### src/rtl/core/kvt_pkg.sv
// ----------------------------------------------------------------------------
// kvt_pkg
// Shared types and constants for the key/value table core.
// ----------------------------------------------------------------------------
package kvt_pkg;

  localparam int KVT_ENTRIES = 64;
  localparam int KVT_DATA_W  = 32;

  localparam logic [KVT_DATA_W-1:0] KVT_NOT_FOUND = '1;

  typedef enum logic [1:0] {
    OP_PUT    = 2'd0,
    OP_GET    = 2'd1,
    OP_REMOVE = 2'd2,
    OP_NOP    = 2'd3
  } op_t;

  typedef enum logic [1:0] {
    STAT_OK   = 2'd0,
    STAT_MISS = 2'd1,
    STAT_FULL = 2'd2
  } status_t;

  typedef enum logic [1:0] {
    CMD_NONE   = 2'd0,
    CMD_UPDATE = 2'd1,
    CMD_INSERT = 2'd2,
    CMD_REMOVE = 2'd3
  } cmd_kind_t;

  typedef enum logic [1:0] {
    S_IDLE   = 2'd0,
    S_SCAN   = 2'd1,
    S_FINISH = 2'd2
  } state_t;

  typedef struct packed {
    logic                  active;
    logic [KVT_DATA_W-1:0] key;
    logic                  hit;
    logic [KVT_DATA_W-1:0] hit_val;
    logic                  free_seen;
  } token_t;

  typedef struct packed {
    cmd_kind_t             kind;
    logic [KVT_DATA_W-1:0] key;
    logic [KVT_DATA_W-1:0] val;
  } cmd_t;

endpackage

### src/rtl/core/kvt_ctrl.sv
// ----------------------------------------------------------------------------
// kvt_ctrl
// Request sequencer: launches the search, decides the result and write-back.
// ----------------------------------------------------------------------------
module kvt_ctrl (
  input  logic                               clk,
  input  logic                               rst_n,
  input  logic                               in_tvalid,
  output logic                               in_tready,
  input  logic [kvt_pkg::KVT_DATA_W-1:0]     in_key,
  input  logic [kvt_pkg::KVT_DATA_W-1:0]     in_val,
  input  kvt_pkg::op_t                       in_op,
  output logic                               out_tvalid,
  input  logic                               out_tready,
  output logic [kvt_pkg::KVT_DATA_W-1:0]     out_val,
  output kvt_pkg::status_t                   out_status,
  output kvt_pkg::token_t                    tok_head,
  input  kvt_pkg::token_t                    tok_tail,
  output kvt_pkg::cmd_t                      cmd
);
  import kvt_pkg::*;

  state_t                state_r, state_nxt;
  op_t                   op_r;
  logic [KVT_DATA_W-1:0] key_r;
  logic [KVT_DATA_W-1:0] val_r;
  logic                  start_r;
  logic                  hit_r;
  logic [KVT_DATA_W-1:0] hit_val_r;
  logic                  free_r;
  logic                  out_valid_r;
  logic [KVT_DATA_W-1:0] out_val_r;
  status_t               out_status_r;
  cmd_t                  cmd_r;
  logic                  accept;
  logic                  out_free;
  logic                  finish;
  status_t               status_nxt;
  logic [KVT_DATA_W-1:0] rv_nxt;
  cmd_kind_t             kind_nxt;

  assign in_tready = (state_r == S_IDLE);
  assign accept    = in_tvalid && in_tready;
  assign out_free  = !out_valid_r || out_tready;
  assign finish    = (state_r == S_FINISH) && out_free;

  always_comb begin
    state_nxt = state_r;
    unique case (state_r)
      S_IDLE:   if (in_tvalid) state_nxt = S_SCAN;
      S_SCAN:   if (tok_tail.active) state_nxt = S_FINISH;
      S_FINISH: if (out_free) state_nxt = S_IDLE;
      default:  state_nxt = S_IDLE;
    endcase
  end

  always_comb begin
    status_nxt = STAT_OK;
    rv_nxt     = '0;
    kind_nxt   = CMD_NONE;
    unique case (op_r)
      OP_PUT: begin
        if (hit_r) begin
          kind_nxt = CMD_UPDATE;
        end else if (free_r) begin
          kind_nxt = CMD_INSERT;
        end else begin
          status_nxt = STAT_FULL;
        end
      end
      OP_GET: begin
        if (hit_r) begin
          rv_nxt = hit_val_r;
        end else begin
          status_nxt = STAT_MISS;
          rv_nxt     = KVT_NOT_FOUND;
        end
      end
      OP_REMOVE: begin
        if (hit_r) begin
          kind_nxt = CMD_REMOVE;
        end else begin
          status_nxt = STAT_MISS;
        end
      end
      default: begin
        kind_nxt = CMD_NONE;
      end
    endcase
  end

  always_ff @(posedge clk) begin
    if (!rst_n) begin
      state_r     <= S_IDLE;
      start_r     <= 1'b0;
      out_valid_r <= 1'b0;
      cmd_r.kind  <= CMD_NONE;
    end else begin
      state_r <= state_nxt;
      start_r <= accept;
      if (finish) begin
        out_valid_r <= 1'b1;
        cmd_r.kind  <= kind_nxt;
        cmd_r.key   <= key_r;
        cmd_r.val   <= val_r;
      end else begin
        cmd_r.kind <= CMD_NONE;
        if (out_tready) out_valid_r <= 1'b0;
      end
    end
  end

  always_ff @(posedge clk) begin
    if (accept) begin
      op_r  <= in_op;
      key_r <= in_key;
      val_r <= in_val;
    end
    if ((state_r == S_SCAN) && tok_tail.active) begin
      hit_r     <= tok_tail.hit;
      hit_val_r <= tok_tail.hit_val;
      free_r    <= tok_tail.free_seen;
    end
    if (finish) begin
      out_val_r    <= rv_nxt;
      out_status_r <= status_nxt;
    end
  end

  always_comb begin
    tok_head.active    = start_r;
    tok_head.key       = key_r;
    tok_head.hit       = 1'b0;
    tok_head.hit_val   = '0;
    tok_head.free_seen = 1'b0;
  end

  assign out_tvalid = out_valid_r;
  assign out_val    = out_val_r;
  assign out_status = out_status_r;
  assign cmd        = cmd_r;

endmodule

### config.mk
export PLATFORM = sky130hd
export DESIGN_NAME = kvt_ctrl
export DESIGN_NICKNAME = d
export VERILOG_FILES = /design/src/rtl/core/kvt_pkg.sv /design/src/rtl/core/kvt_ctrl.sv
export SDC_FILE = /design/constraint.sdc
export NUM_CORES = 1
export LEC_CHECK = 0
export ABC_AREA = 0
export BUFFER_PORTS_ARGS = -buffer_cell sky130_fd_sc_hd__buf_2
export CORE_MARGIN = 5
export CORE_UTILIZATION = 40
export DETAILED_ROUTE_END_ITERATION = 7
export GPL_ROUTABILITY_DRIVEN = 0
export PLACE_DENSITY = 0.69
export SLEW_MARGIN = 40
export SYNTH_ARGS = -nofsm -noshare
export SYNTH_HDL_FRONTEND = slang
export SYNTH_SLANG_ARGS = --single-unit
### constraint.sdc
create_clock -name clk -period 7.4 [get_ports clk]
set_clock_uncertainty 0.15 [all_clocks]
set_input_delay 0.74 -clock clk [delete_from_list [all_inputs] [get_ports clk]]
set_output_delay 0.74 -clock clk [all_outputs]
set_load 0.005 [all_outputs]
==> flow_metrics.env <==
export IMPL_fill_cells=1430
export IMPL_rsz0062_at_grt="no"
export IMPL_hold_depth=0
export IMPL_multi_input_area_um2=613.1
export IMPL_cts_tree="built"
export IMPL_r2r_cells=4
export IMPL_synth_cell_types=26
export IMPL_post_cts_resized=0
export IMPL_hold_start="val_r[14]"
export IMPL_die_area_um2=20150
export IMPL_core_um2=17180
export IMPL_rows=48
export IMPL_grt_use_total=0.1351
export IMPL_power_density_nw_per_um2=259.7
export IMPL_p_clk_frac=0.387
export IMPL_end_kind="output port"
export IMPL_drtAntennaViolNets=0
export IMPL_crit_buf_inv=1
export IMPL_drive_gt1_frac=0.4541
export IMPL_layout_commonest_cell="buf_2"
export IMPL_grt_pass1_wl_um=21280
export IMPL_grt_busiest_layer="met2"
export IMPL_worst_path_max_delay_cell="dfxtp_1"
export IMPL_fp_dieW_um=141.9
export IMPL_drtPass1Iterations=4
export IMPL_reg2reg_to="cmd[48]"
export IMPL_status="finished clean"
export IMPL_grt_pass1_vias=3788
export IMPL_cts_root_buf="clkbuf_16"
export IMPL_synth_edff_count=198
export IMPL_wirelength_um=14520
export IMPL_antenna_found_initial=0
export IMPL_globalRouteMet2Util=0.2307
export IMPL_setup_viol=0
export IMPL_syn_area_per_cell_um2=20.48
export IMPL_synth_top_family_by_area="buffers and inverters"
export IMPL_peakVddDrop_mv=0.1977
export IMPL_synthToLayoutAreaGrowth_pct=28.95
export IMPL_cts_buffers=21
export IMPL_leakage_nw=3.623
export IMPL_synth_async_reset_ratio=0
export IMPL_finalHoldViolCount=0
export IMPL_cts_path_max_buffers=3
export IMPL_worstSetupPathType="flip-flop to output port"
export IMPL_ios=306
export IMPL_switching_power_w=0.0004542
export IMPL_fmax_ghz=0.5036
export IMPL_pwr_share_seq=0.571
export IMPL_drtIter0Drc=167
export IMPL_cp_required_ns=6.51
export IMPL_layout_min_cycle_time_ns=1.986
export IMPL_max_stage_delay_ns=0.43
export IMPL_grt_use_met3=0.04167
export IMPL_syn_cell_area_um2=6963
export IMPL_die_y_um=141.9
export IMPL_synthMuxAreaShare=0
export IMPL_use_met1=0.1683
export IMPL_grt_max_degree=66
export IMPL_yosys_area_share_xor_xnor=0
export IMPL_ys_warn_count=0
export IMPL_grt_overflow_total=0
export IMPL_vias=3659
export IMPL_arrival_ns=1.10
export IMPL_postCtsHoldBufs=0
export IMPL_netSwitchingFraction=0.1948
export IMPL_internal_power_w=0.001877
export IMPL_post_route_period_util=0.2683
export IMPL_ys_flop_type="edfxtp_1"
export IMPL_start_util=0.4054
export IMPL_min_path_type="flip-flop to flip-flop"
export IMPL_viasPerCell=4.382
export IMPL_diodes=0
export IMPL_io_buffer_count=239
export IMPL_dpl_hpwl_um=10640
export IMPL_drc=0
export IMPL_final_cell_mix="buf_2, edfxtp_1, inv_1, conb_1, a21boi_0"
export IMPL_cts_setup_buffers=0
export IMPL_pwr_share_comb=0.042
export IMPL_worstMarginPinSlew_ns=0.7881
export IMPL_crit_chain="nor2_1 -> buf_2"
export IMPL_whs_ns=0.2611
export IMPL_cp_top_family="flip-flops"
export IMPL_relSlewSlack=0.4746
export IMPL_whs_endpoint="cmd[14]"
export IMPL_clk_latency_ns=0.48
export IMPL_finalNetCount=740
export IMPL_drv_slew=0
export IMPL_crit_fanout=7
export IMPL_path_clk_slew_ns=0.06
export IMPL_rrSetupSlack_ns=5.49
export IMPL_drt_wirelength_per_cell_um=17.39
export IMPL_seqCellArea_um2=6066
export IMPL_netlist_instances=340
export IMPL_maxCapViolCount=0
export IMPL_finish_utilization=0.5227
export IMPL_r2r_start="state_r[0]"
export IMPL_ys_ff_latch=204
export IMPL_synth_compound_area_frac=0.04205
export IMPL_ys_seq_area_frac=0.8712
export IMPL_synth_fa_ha_area_frac=0.007188
export IMPL_critPathLaunchType="flip-flop"
export IMPL_cts_htree_levels=1
export IMPL_yosys_area_share_simple=0.01743
export IMPL_setup_tns_ns=0
export IMPL_clkSinkCount=204
state kept, by name, indices dropped and copies added, names as in the netlist:
signal / flops
cmd: 66
hit_val_r: 32
key_r: 32
out_val: 32
val_r: 32
op_r: 2
out_status: 2
state_r: 2
free_r: 1
hit_r: 1
out_tvalid: 1
start_r: 1
layout make-up:
type                            instances  share of cell area
Sequential cell                       204              0.6756
Timing Repair Buffer                  245              0.1449
Multi-Input combinational cell         92             0.06828
Tap cell                              225             0.03135
Clock inverter                          8            0.004599
Clock buffer                           26             0.06062
Inverter                               35             0.01463
metrics by stage:
step | std cells | instance area, um^2 | setup WS (ns) | power (W)
after floorplan | 373 | 7087 | 1.119 | 0.001406
after global placement | 797 | 8300 | 5.028 | 0.001445
after detailed placement | 800 | 8369 | 4.936 | 0.001454
after CTS | 834 | 8955 | 5.359 | 0.002363
after global routing | 835 | 8979 | 5.338 | 0.002432
final | 835 | 8979 | 5.414 | 0.002332
kinds of logic (layout without fill, tap and decap cells):
| logic type | after synthesis | in the layout |
|---|---|---|
| AOI/OAI and AO/OA | 37 | 37 |
| adders and majority gates | 4 | 4 |
| buffers and inverters | 77 | 314 |
| DFF | 204 | 204 |
| other | 1 | 34 |
| and+or+nand+nor | 17 | 17 |
how the worst max path moves through the flow:
| stage | startpoint | end | slack, ns | cells after the start |
|---|---|---|---|---|
| after CTS | state_r[0] | cmd[1] | 5.36 | 3 |
| after floorplan | in_tvalid | key_r[0] | 1.12 | 1 |
| after global routing | state_r[0] | in_tready | 5.34 | 2 |
| final | state_r[0] | in_tready | 5.41 | 2 |
| after detailed placement | in_tvalid | key_r[5] | 4.94 | 3 |
| after global placement | in_tvalid | key_r[5] | 5.03 | 3 |
power by group through the flow:
stage | registers (W) | clock network, W | logic, W
final | 0.00133 | 0.000903 | 0.0000970
after global routing | 0.00134 | 0.000989 | 0.000107
after CTS | 0.00133 | 0.000933 | 0.0000978
after detailed placement | 0.00136 | 0 | 0.0000977
after global placement | 0.00135 | 0 | 0.0000908
after floorplan | 0.00136 | 0 | 0.0000475
routing by layer:
metal | part of all wire | vias to the layer above
met5 | 0 | -
li1 | - | 1695
met1 | 0.37 | 1736
met4 | 0.019 | 0
met3 | 0.11 | 21
met2 | 0.49 | 207
Yosys cell counts (2+ instances only):
cell | count | share of area
edfxtp_1 | 198 | 0.85
buf_4 | 35 | 0.038
inv_1 | 35 | 0.019
a21boi_0 | 32 | 0.035
dfxtp_1 | 6 | 0.017
clkbuf_1 | 5 | 0.0027
ha_1 | 4 | 0.0072
nand2b_1 | 4 | 0.0036
nor3b_1 | 3 | 0.0032
nor2_1 | 2 | 0.0011
Note: power is estimated with default switching activity, not from simulation.
