$ cat config.mk
export PLATFORM = sky130hd
export DESIGN_NAME = kvt_cell
export DESIGN_NICKNAME = d
export VERILOG_FILES = /design/src/rtl/core/kvt_pkg.sv /design/src/rtl/core/kvt_cell.sv
export SDC_FILE = /design/constraint.sdc
export NUM_CORES = 1
export LEC_CHECK = 0
export BUFFER_PORTS_ARGS = -buffer_cell sky130_fd_sc_hd__buf_2
export CAP_MARGIN = 40
export CELL_PAD_IN_SITES_DETAIL_PLACEMENT = 1
export CELL_PAD_IN_SITES_GLOBAL_PLACEMENT = 2
export CORE_AREA = 2 2 120 122
export CTS_CLUSTER_DIAMETER = 120
export CTS_CLUSTER_SIZE = 40
export DETAILED_ROUTE_END_ITERATION = 8
export DIE_AREA = 0 0 122 124
export PLACE_DENSITY = 0.93
export SYNTH_ARGS = -nofsm -noshare
export SYNTH_HDL_FRONTEND = slang
export SYNTH_SLANG_ARGS = --single-unit
$ cat constraint.sdc
create_clock -name clk -period 3.6 [get_ports clk]
set_clock_uncertainty 0.05 [all_clocks]
set_input_delay 0.36 -clock clk [delete_from_list [all_inputs] [get_ports clk]]
set_output_delay 0.36 -clock clk [all_outputs]
set_load 0.005 [all_outputs]
$ cat src/rtl/core/kvt_pkg.sv
// ----------------------------------------------------------------------------
// kvt_pkg
// Shared types and constants for the key/value table core.
// ----------------------------------------------------------------------------
package kvt_pkg;

  localparam int KVT_ENTRIES = 64;
  localparam int KVT_DATA_W  = 32;

  localparam logic [KVT_DATA_W-1:0] KVT_NOT_FOUND = '1;

  typedef enum logic [1:0] {
    OP_PUT    = 2'd0,
    OP_GET    = 2'd1,
    OP_REMOVE = 2'd2,
    OP_NOP    = 2'd3
  } op_t;

  typedef enum logic [1:0] {
    STAT_OK   = 2'd0,
    STAT_MISS = 2'd1,
    STAT_FULL = 2'd2
  } status_t;

  typedef enum logic [1:0] {
    CMD_NONE   = 2'd0,
    CMD_UPDATE = 2'd1,
    CMD_INSERT = 2'd2,
    CMD_REMOVE = 2'd3
  } cmd_kind_t;

  typedef enum logic [1:0] {
    S_IDLE   = 2'd0,
    S_SCAN   = 2'd1,
    S_FINISH = 2'd2
  } state_t;

  typedef struct packed {
    logic                  active;
    logic [KVT_DATA_W-1:0] key;
    logic                  hit;
    logic [KVT_DATA_W-1:0] hit_val;
    logic                  free_seen;
  } token_t;

  typedef struct packed {
    cmd_kind_t             kind;
    logic [KVT_DATA_W-1:0] key;
    logic [KVT_DATA_W-1:0] val;
  } cmd_t;

endpackage

$ cat src/rtl/core/kvt_cell.sv
// ----------------------------------------------------------------------------
// kvt_cell
// One table entry: key, value and valid bit, with a registered search stage.
// ----------------------------------------------------------------------------
module kvt_cell (
  input  logic           clk,
  input  logic           rst_n,
  input  kvt_pkg::token_t tok_in,
  input  kvt_pkg::cmd_t   cmd,
  output kvt_pkg::token_t tok_out,
  output logic           valid
);
  import kvt_pkg::*;

  logic [KVT_DATA_W-1:0] key_r;
  logic [KVT_DATA_W-1:0] val_r;
  logic                  valid_r;
  logic                  sel_hit_r;
  logic                  sel_free_r;
  logic                  active_r;
  token_t                tok_r;
  logic                  hit_here;
  logic                  free_here;

  assign hit_here  = valid_r && (key_r == tok_in.key) && !tok_in.hit;
  assign free_here = !valid_r && !tok_in.free_seen;

  always_ff @(posedge clk) begin
    if (!rst_n) begin
      active_r   <= 1'b0;
      sel_hit_r  <= 1'b0;
      sel_free_r <= 1'b0;
    end else begin
      active_r <= tok_in.active;
      if (tok_in.active) begin
        sel_hit_r  <= hit_here;
        sel_free_r <= free_here;
      end
    end
  end

  always_ff @(posedge clk) begin
    tok_r.active    <= 1'b0;
    tok_r.key       <= tok_in.key;
    tok_r.hit       <= tok_in.hit || hit_here;
    tok_r.hit_val   <= hit_here ? val_r : tok_in.hit_val;
    tok_r.free_seen <= tok_in.free_seen || !valid_r;
  end

  always_ff @(posedge clk) begin
    if (!rst_n) begin
      valid_r <= 1'b0;
    end else begin
      unique case (cmd.kind)
        CMD_INSERT: if (sel_free_r) valid_r <= 1'b1;
        CMD_REMOVE: if (sel_hit_r) valid_r <= 1'b0;
        default:    valid_r <= valid_r;
      endcase
    end
  end

  always_ff @(posedge clk) begin
    if ((cmd.kind == CMD_INSERT) && sel_free_r) begin
      key_r <= cmd.key;
      val_r <= cmd.val;
    end else if ((cmd.kind == CMD_UPDATE) && sel_hit_r) begin
      val_r <= cmd.val;
    end
  end

  always_comb begin
    tok_out        = tok_r;
    tok_out.active = active_r;
  end

  assign valid = valid_r;

endmodule

==> results of run 1 <==
-- repair_timing --
action,4_1_cts,5_1_grt
hold buffers,3,0
endpoints found under the hold margin,3,0
setup buffers,0,0
-- cell type report --
class	instances	area, um2	area share, %
clock buffers	18	429	6.82
clock inverters	14	195	3.10
inverters	9	33.8	0.537
multi-input cells	102	992	15.8
flip-flops and latches	134	3320	52.8
well taps	180	225	3.58
repair buffers	208	1100	17.4
-- cell usage in the layout (no fill, tap or decap), drive strengths merged, types with 2 or more instances in the layout --
cell type    count
buf            205
dfxtp           70
edfxtp          64
mux2            32
xnor2           20
clkbuf          18
inv             14
nand2            7
nand2b           6
nor2b            6
bufinv           4
nand4            4
clkinvlp         3
dlygate4sd3      3
nor4             3
o22ai            3
o2111ai          2
a2111o           2
xor2             2
nor3             2
o21ai            2
nor2             2
clkinv           2
-- critical path, stage by stage (launching register included) --
cell and delay [ns]:
edfxtp_1 0.45, nand2b_1 0.10, o2111ai_1 0.10, nor4_1 0.71, nand4_2 0.21, buf_4 0.37, mux2_4 0.37
-- routing by layer --
| metal | share of wire, % | vias to the layer above | track usage (%) |
|---|---|---|---|
| met3 | 5.3 | 23 | 4.40 |
| met1 | 37 | 1360 | 15.6 |
| li1 | - | 1343 | - |
| met5 | 0 | - | 0 |
| met4 | 2.7 | 0 | 8.26 |
| met2 | 55 | 101 | 26.2 |
-- synthesized netlist by cell type (2+ instances only) --
library cell / instances
a2111o_1: 2
buf_6: 3
dfxtp_1: 70
edfxtp_1: 64
inv_1: 9
mux2_2: 3
mux2_4: 29
nand2_1: 7
nand2b_1: 6
nand4_1: 3
nor2_1: 2
nor2b_1: 6
nor3_1: 2
nor4_1: 2
o2111ai_1: 2
o21ai_0: 2
o22ai_1: 3
xnor2_1: 20
xor2_1: 2
-- cells by family (layout without fill, tap and decap cells) --
logic type / Yosys count / count (layout) / share of synthesized area, %
DFF: 134 / 134 / 76.1
and+or+nand+nor: 34 / 34 / 4.58
muxes: 33 / 33 / 11.0
xor gates and xnor gates: 22 / 22 / 4.41
AOI/OAI and AO/OA: 13 / 13 / 2.26
buffers and inverters: 13 / 249 / 1.72
-- sequential cells by signal (all words and copies together) (netlist names) --
name / flops
active_r: 1
key_r: 32
sel_free_r: 1
sel_hit_r: 1
tok_out: 66
val_r: 32
valid: 1
-- per-stage QoR --
step                area (um2)  setup WS (ns)  hold slack (ns)
floorplan                 4370           1.10            0.338
global placement          5590           1.09            0.402
detailed placement        5640           1.03            0.410
CTS                       6290           1.08         0.000542
global route              6290          0.918          0.00351
finish                    6290           1.10           0.0255
-- worst paths after layout --
check        slack, ns          end  startpoint  cells after the start
min reg2reg       0.42  tok_out[19]   val_r[18]                      1
min               0.03  tok_out[62]  tok_in[62]                      1
max               1.10  tok_out[31]   key_r[17]                      6
max reg2reg       1.10  tok_out[31]   key_r[17]                      6
-- power by group through the flow --
stage                     Sequential (uW)  Clock [uW]  Combinational [uW]
after CTS                            1670        1870                 210
after floorplan                      1700           0                57.4
final                                1670        1820                 205
after detailed placement             1700           0                 206
after global routing                 1670        1930                 226
after global placement               1700           0                 194
==> results_dict.tcl, run 1 <==
set metrics [dict create \
    syn-cell-area_um2 4370 \
    wl_per_cell_um 16.8 \
    synthArstFlopShare_pct 0 \
    p_seq_share_pct 45.1 \
    clock-root-buffer "clkbuf_16" \
    grt_pass1_vias 3093 \
    synth-main-ff-cell "dfxtp_1" \
    nFillCells 1442 \
    yosys_warnings 0 \
    start_util_pct 31.8 \
    io_pins 203 \
    insertion_delay_ns 0.41 \
    crit_fanout 33 \
    drv_slew 0 \
    power_frac_comb_pct 5.6 \
    setup_viol 0 \
    synth_cell_type_count 31 \
    synth_edf_count 64 \
    final_core_util_pct 45.9 \
    synth.area.top_cells "edfxtp_1 (44%), dfxtp_1 (32%), mux2_4 (10%)" \
    antenna_found_initial 0 \
    clkSinkCount 134 \
    clockPowerShare_pct 49.3 \
    final_nets 607 \
    drc 0 \
    vias_per_cell 4.25 \
    critical_path_arrival_ns 2.75 \
    synth_largest_area_cell "edfxtp_1" \
    io_buffer_count 202 \
    track_usage_pct 14.7 \
    htreeDepth 4 \
    fp.dieW_um 122 \
    clk_pin_slew_ns 0.06 \
    synth_nets 384 \
    syn_area_per_cell_um2 17.5 \
    syn2layout_area_growth_pct 44.1 \
    finalPower_uw 3690 \
    core_um2 13700 \
    worst_slew_pin_slew_ns 0.840 \
    p_sw_share_pct 20.4 \
    fp-row-count 43 \
    gp_congestion 0.749 \
    syn_inst 249 \
    via_count 2827 \
    p_leak_uw 0.00278 \
    hold_path.class "in2reg" \
    cts_resized 0 \
    grt_pass1_wl_um 16100 \
    ant_nets 0 \
    yosysSeqAreaShare_pct 76.1 \
    hold_violations 0 \
    peakVddDrop_mv 0.280 \
    cts_tree "built" \
    status "finished, final reports clean" \
    overflow 0 \
    p_int_uw 2940 \
    setup_tns_ns 0 \
    yosys.area.top_type_share_pct 44.0 \
    ys_seq_elements 134 \
    rsz0062_at_grt "no" \
    dieHeight_um 124 \
    period_needed_ns 2.50 \
    start_kind "flop" \
    dr.pass1.iters 4 \
    crit_type "reg2reg" \
    clockBufferDepth 2 \
    worstPathRequired_ns 3.85 \
    dp_hpwl_um 8610 \
    n_antenna_cell 0 \
    p_per_area_nw_per_um2 587 \
    grt_max_degree 34 \
    fin_crit_sh_pct 69.5 \
    cp-end-kind "flop" \
    die_area_um2 15100 \
    drv_cap 0 \
    wirelength_um 11100 \
    power_switching_uw 755 \
    slew_headroom_pct 43.5 \
    dpl.cell_count 630 \
    cts_made_buffers 17 \
    drtIter0Drc 92 \
    max_freq_mhz 400 \
    drive_above_1_share_pct 56.1 \
    stdcell_count 665 \
]
Power figures use the tool's default switching activity.
==> run 2, diff against run 1 <==
--- a/config.mk
+++ b/config.mk
@@ -9,12 +9,12 @@
 export CAP_MARGIN = 40
 export CELL_PAD_IN_SITES_DETAIL_PLACEMENT = 1
 export CELL_PAD_IN_SITES_GLOBAL_PLACEMENT = 2
-export CORE_AREA = 2 2 120 122
+export CORE_AREA = 2 2 131 133
 export CTS_CLUSTER_DIAMETER = 120
 export CTS_CLUSTER_SIZE = 40
 export DETAILED_ROUTE_END_ITERATION = 8
-export DIE_AREA = 0 0 122 124
-export PLACE_DENSITY = 0.93
+export DIE_AREA = 0 0 133 135
+export PLACE_DENSITY = 0.84
 export SYNTH_ARGS = -nofsm -noshare
 export SYNTH_HDL_FRONTEND = slang
 export SYNTH_SLANG_ARGS = --single-unit
==> constraint.sdc (replaced) <==
create_clock -name clk -period 2.1 [get_ports clk]
set_clock_uncertainty 0.05 [all_clocks]
set_input_delay 0.21 -clock clk [delete_from_list [all_inputs] [get_ports clk]]
set_output_delay 0.21 -clock clk [all_outputs]
set_load 0.005 [all_outputs]
==> run 2 against run 1 <==
Compared with the run above: critical endpoint is now tok_out[28]; clock power rose by 62%; first-iteration DRC count fell by 11%; final cell count rose by 26%; die area rose by 19%; the run now ends with setup timing left; critical path depth rose by 2.
==> results_dict.tcl, run 2 (same netlist as run 1, synthesis figures left out) <==
set metrics [dict create \
    status "finished, violations left" \
    violations "setup timing" \
    core_um2 16400 \
    nFillCells 1746 \
    worst_slew_pin_slew_ns 0.452 \
    crit_type "in2reg" \
    antenna_found_initial 2 \
    rsz0062_at_grt "yes" \
    clkSinkCount 134 \
    syn2layout_area_growth_pct 74.6 \
    slew_headroom_pct 69.9 \
    crit_fanout 33 \
    largest_reg_flops 66 \
    die_area_um2 18000 \
    cp.depth 8 \
    wl_per_cell_um 17.1 \
    cts_tree "built" \
    place_area_um2 5690 \
    preCtsSetupSlack_ns -0.0171 \
    cpLargestDelayFamily "buffers and inverters" \
    drv_slew 0 \
    reg2reg_depth 6 \
    gp_congestion 0.714 \
    dr.pass1.iters 4 \
    start_kind "input port" \
    worst_path_max_delay_cell "dlygate4sd3_1" \
    track_usage_pct 16.3 \
    wirelength_um 14300 \
    grt_pass1_wl_um 21400 \
    fp.dieW_um 133 \
    cp_slowest_stage_delay_ns 0.56 \
    final_nets 738 \
    p_per_area_nw_per_um2 836 \
    crit_buf_inv 3 \
    peakVddDrop_mv 0.499 \
    insertion_delay_ns 0.41 \
    dp_hpwl_um 8970 \
    reg2reg_slack_ns 0.03 \
    hold_path.class "in2reg" \
    overflow 0 \
    fin_crit_sh_pct 100 \
    clk_pin_slew_ns 0.06 \
    worstSetupEndpoint "tok_out[28]" \
    final_common_cell "buf_2" \
    period_needed_ns 2.10 \
    htreeDepth 4 \
    hold_violations 0 \
    multi_input_area_um2 1030 \
    drv_cap 0 \
    layout_setup_ws_ns -0.000156 \
    io_buffer_count 202 \
    max_freq_mhz 476 \
    crit_path_start "tok_in[35]" \
    p_leak_uw 0.00331 \
    grt_max_degree 34 \
    finalPower_uw 6380 \
    vias_per_cell 4.08 \
    cp-end-kind "flop" \
    via_count 3415 \
    worstPathRequired_ns 2.35 \
    final_cell_mix "buf_2 (201), dlygate4sd3_1 (132), dfxtp_1 (70), edfxtp_1 (64), mux2_4 (29)" \
    r2r-start "key_r[25]" \
    fin_area_um2 7630 \
    critical_path_arrival_ns 2.35 \
    timing.rr.end "tok_out[28]" \
    drive_above_1_share_pct 44.2 \
    io_pins 203 \
    dieHeight_um 135 \
    start_util_pct 26.6 \
    drc 0 \
    grt_pass1_vias 3931 \
    clock-root-buffer "clkbuf_16" \
    clockBufferDepth 2 \
    whs_ns 0.192 \
    register_area_um2 3320 \
    path_cells "dlygate4sd3_1, buf_6, nor2b_1, a2111o_1, nor4_4, nand4_2, buf_12, mux2_4" \
    cts_setup_buffers 0 \
    setup_tns_ns -0.000156 \
    cts_made_buffers 17 \
    fp-row-count 47 \
    drtIter0Drc 82 \
    ant_nets 0 \
    setup_viol 1 \
]
## run 2: power breakdown
part           switching, uW  internal (uW)
Combinational            199            366
Clock                   1090           1870
Sequential              27.8           2830
Total                   1320           5060
## run 2: routing by layer
metal | share of wire [%] | GRT usage, % | vias to the layer above
li1 | - | - | 1606
met1 | 33 | 14.7 | 1653
met2 | 59 | 32.6 | 122
met3 | 4.3 | 4.69 | 34
met4 | 3.4 | 8.48 | 0
met5 | 0 | 0 | -
## run 2: worst register-to-register path, cell delays in order, from the launching register on
cell      delay [ns]
edfxtp_1        0.38
nor2b_1         0.15
a2111o_1        0.39
nor4_4          0.26
nand4_2         0.15
buf_12          0.23
mux2_4          0.35
## run 2: area by class of cell
type / count / share of cell area [%]
diodes: 2 / 0.0656
clock buffers: 24 / 5.92
clock inverters: 8 / 1.64
inverters: 9 / 0.443
multi-input cells: 102 / 13.4
flip-flops and latches: 134 / 43.6
well taps: 220 / 3.61
repair buffers: 339 / 31.3
## run 2: worst min path at each step
stage	depth (start not counted)	end	slack, ns	start
floorplan	0	tok_out[34]	0.19	tok_in[34]
global placement	1	tok_out[46]	0.28	tok_in[46]
detailed placement	1	tok_out[46]	0.28	tok_in[46]
CTS	3	valid	0.17	cmd[64]
global route	3	valid	0.19	cmd[64]
finish	3	valid	0.19	cmd[64]
## run 2: stage by stage
| step | cells | util (%) |
|---|---|---|
| after detailed placement | 672 | 34.7 |
| after floorplan | 249 | - |
| final | 838 | 46.5 |
| after global placement | 672 | 34.7 |
| after global routing | 838 | 46.5 |
| after CTS | 836 | 46.3 |
## run 2: repair_timing
| action | CTS | global route |
|---|---|---|
| setup endpoints to repair | 31 | 33 |
| endpoints found under the hold margin | 132 | 0 |
| pin swaps | 0 | 1 |
| gates resized for setup | 2 | 4 |
| hold buffers | 132 | 0 |
==> run 3, diff against run 2 <==
--- a/config.mk
+++ b/config.mk
@@ -14,7 +14,7 @@
 export CTS_CLUSTER_SIZE = 40
 export DETAILED_ROUTE_END_ITERATION = 8
 export DIE_AREA = 0 0 133 135
-export PLACE_DENSITY = 0.84
+export PLACE_DENSITY = 0.76
 export SYNTH_ARGS = -nofsm -noshare
 export SYNTH_HDL_FRONTEND = slang
 export SYNTH_SLANG_ARGS = --single-unit
==> run 3 against run 2 <==
Compared with the run above: the flow now finishes without violations; global-route usage shrank 0.23 points; worst setup slack gained 0.015 ns; total power shrank 1.7%; first-iteration DRC count grew 40%; sequential power is essentially flat; flip-flop and latch count is the same; via count shrank 1.6%; register-to-register slack is essentially flat; utilization shrank 0.061 points; sequential share of layout area grew 0.057 points; critical path type unchanged; critical endpoint is now tok_out[16]; highest routed layer unchanged.
==> results_dict.tcl, run 3 (same netlist as run 1, synthesis figures left out) <==
set metrics [dict create \
    drv_cap 0 \
    antenna_found_initial 1 \
    ant_nets 0 \
    vias_per_cell 4.02 \
    wirelength_um 14200 \
    p_per_area_nw_per_um2 823 \
    critical_path_arrival_ns 2.33 \
    setup_viol 0 \
    period_needed_ns 2.09 \
    reg2reg_slack_ns 0.03 \
    final_nets 738 \
    timing.rr.end "tok_out[16]" \
    start_kind "input port" \
    p_leak_uw 0.00331 \
    setup_tns_ns 0 \
    clockBufferDepth 2 \
    cts_setup_buffers 0 \
    overflow 0 \
    cts_made_buffers 17 \
    drive_above_1_share_pct 44.8 \
    cp_slowest_stage_delay_ns 0.54 \
    grt_pass1_wl_um 21200 \
    cts_tree "built" \
    final_core_util_pct 46.4 \
    max_freq_mhz 480 \
    largest_reg_flops 66 \
    hold_path.class "in2reg" \
    crit_type "in2reg" \
    clk_pin_slew_ns 0.06 \
    finalPower_uw 6270 \
    worst_slew_pin_slew_ns 0.431 \
    whs_endpoint "key_r[5]" \
    clkSinkCount 134 \
    insertion_delay_ns 0.41 \
    layout_setup_ws_ns 0.0149 \
    peakVddDrop_mv 0.552 \
    hold_start "cmd[64]" \
    nFillCells 1713 \
    fp-row-count 47 \
    preCtsSetupSlack_ns 0.0251 \
    r2r-start "key_r[25]" \
    worst_path_max_delay_cell "dlygate4sd3_1" \
    dieHeight_um 135 \
    via_count 3362 \
    cp-end-kind "flop" \
    gp_congestion 0.718 \
    reg2reg_depth 6 \
    final_common_cell "buf_2" \
    core_um2 16400 \
    syn2layout_area_growth_pct 74.4 \
    status "finished, final reports clean" \
    final_cell_mix "buf_2 (202), dlygate4sd3_1 (132), dfxtp_1 (70), edfxtp_1 (64), mux2_4 (29)" \
    grt_pass1_vias 3904 \
    htreeDepth 4 \
    track_usage_pct 16.1 \
    fp.dieW_um 133 \
    clock-root-buffer "clkbuf_16" \
    worstPathRequired_ns 2.35 \
    wl_per_cell_um 16.9 \
    dp_hpwl_um 8810 \
    drv_slew 0 \
    start_util_pct 26.6 \
    path_cells "dlygate4sd3_1, buf_2, nor2b_1, a2111o_1, nor4_4, nand4_2, buf_12, mux2_4" \
    slew_headroom_pct 71.3 \
    dr.pass1.iters 4 \
    fin_crit_sh_pct 99.3 \
    die_area_um2 18000 \
    holdPathStages 2 \
    rsz0062_at_grt "yes" \
    io_pins 203 \
    grt_max_degree 34 \
    drtIter0Drc 115 \
    crit_fanout 33 \
    drc 0 \
    hold_violations 0 \
    io_buffer_count 202 \
]
## run 3: cell count changes in the layout (fill, tap and decap cells not counted), moves of 2 or more
cell       delta
bufinv_16     -2
clkinv_2      +2
inv_6         +2
clkbuf_1      -5
## run 3: power by group
| group | switching [uW] | total, uW | internal (uW) |
|---|---|---|---|
| combinational | 197 | 562 | 365 |
| sequential | 29.3 | 2860 | 2830 |
| clock | 1120 | 2850 | 1730 |
| total | 1340 | 6270 | 4920 |
## run 3: worst max path at each step
stage / slack, ns / to / from / cells past startpoint
CTS: 0.003 / tok_out[28] / tok_in[35] / 8
global route: -0.06 / tok_out[23] / tok_in[60] / 9
detailed placement: 0.03 / tok_out[28] / key_r[25] / 6
finish: 0.01 / tok_out[16] / tok_in[35] / 8
global placement: 0.09 / tok_out[26] / key_r[25] / 6
floorplan: 0.12 / tok_out[10] / key_r[25] / 6
## run 3: worst max-delay path, delay by kind of cell
kind | cells | cell delay (ns)
buffers and inverters | 3 | 0.90
AND/OR/NAND/NOR | 3 | 0.53
multiplexers | 1 | 0.34
AO/OA/AOI/OAI | 1 | 0.33
## run 3: layer usage
layer,vias to the layer above,wire [um],GRT usage [%]
met5,-,0,0
met4,0,436,7.95
met3,29,564,4.09
met2,111,8270,31.5
met1,1615,4900,15.6
li1,1607,-,-
## run 3: what timing repair did
item | CTS | global route
gates resized for setup | 0 | 4
endpoints found under the setup margin | 0 | 32
hold endpoints to repair | 133 | 0
hold buffers | 132 | 0
## run 3: cell type report
type,count,area [um2],share of cell area (%)
Antenna cell,1,2.50,0.0328
Clock buffer,21,472,6.19
Clock inverter,11,98.8,1.30
Inverter,9,33.8,0.443
Multi-Input combinational cell,102,1020,13.4
Sequential cell,134,3320,43.6
Tap cell,220,275,3.61
Timing Repair Buffer,339,2390,31.4
## run 3: metrics by stage
stage / area (um2) / instances / hold WS (ns)
final: 7620 / 837 / 0.200
after floorplan: 4380 / 249 / 0.188
after global placement: 5700 / 672 / 0.282
after detailed placement: 5700 / 672 / 0.288
after global routing: 7620 / 837 / 0.197
after CTS: 7590 / 836 / 0.167
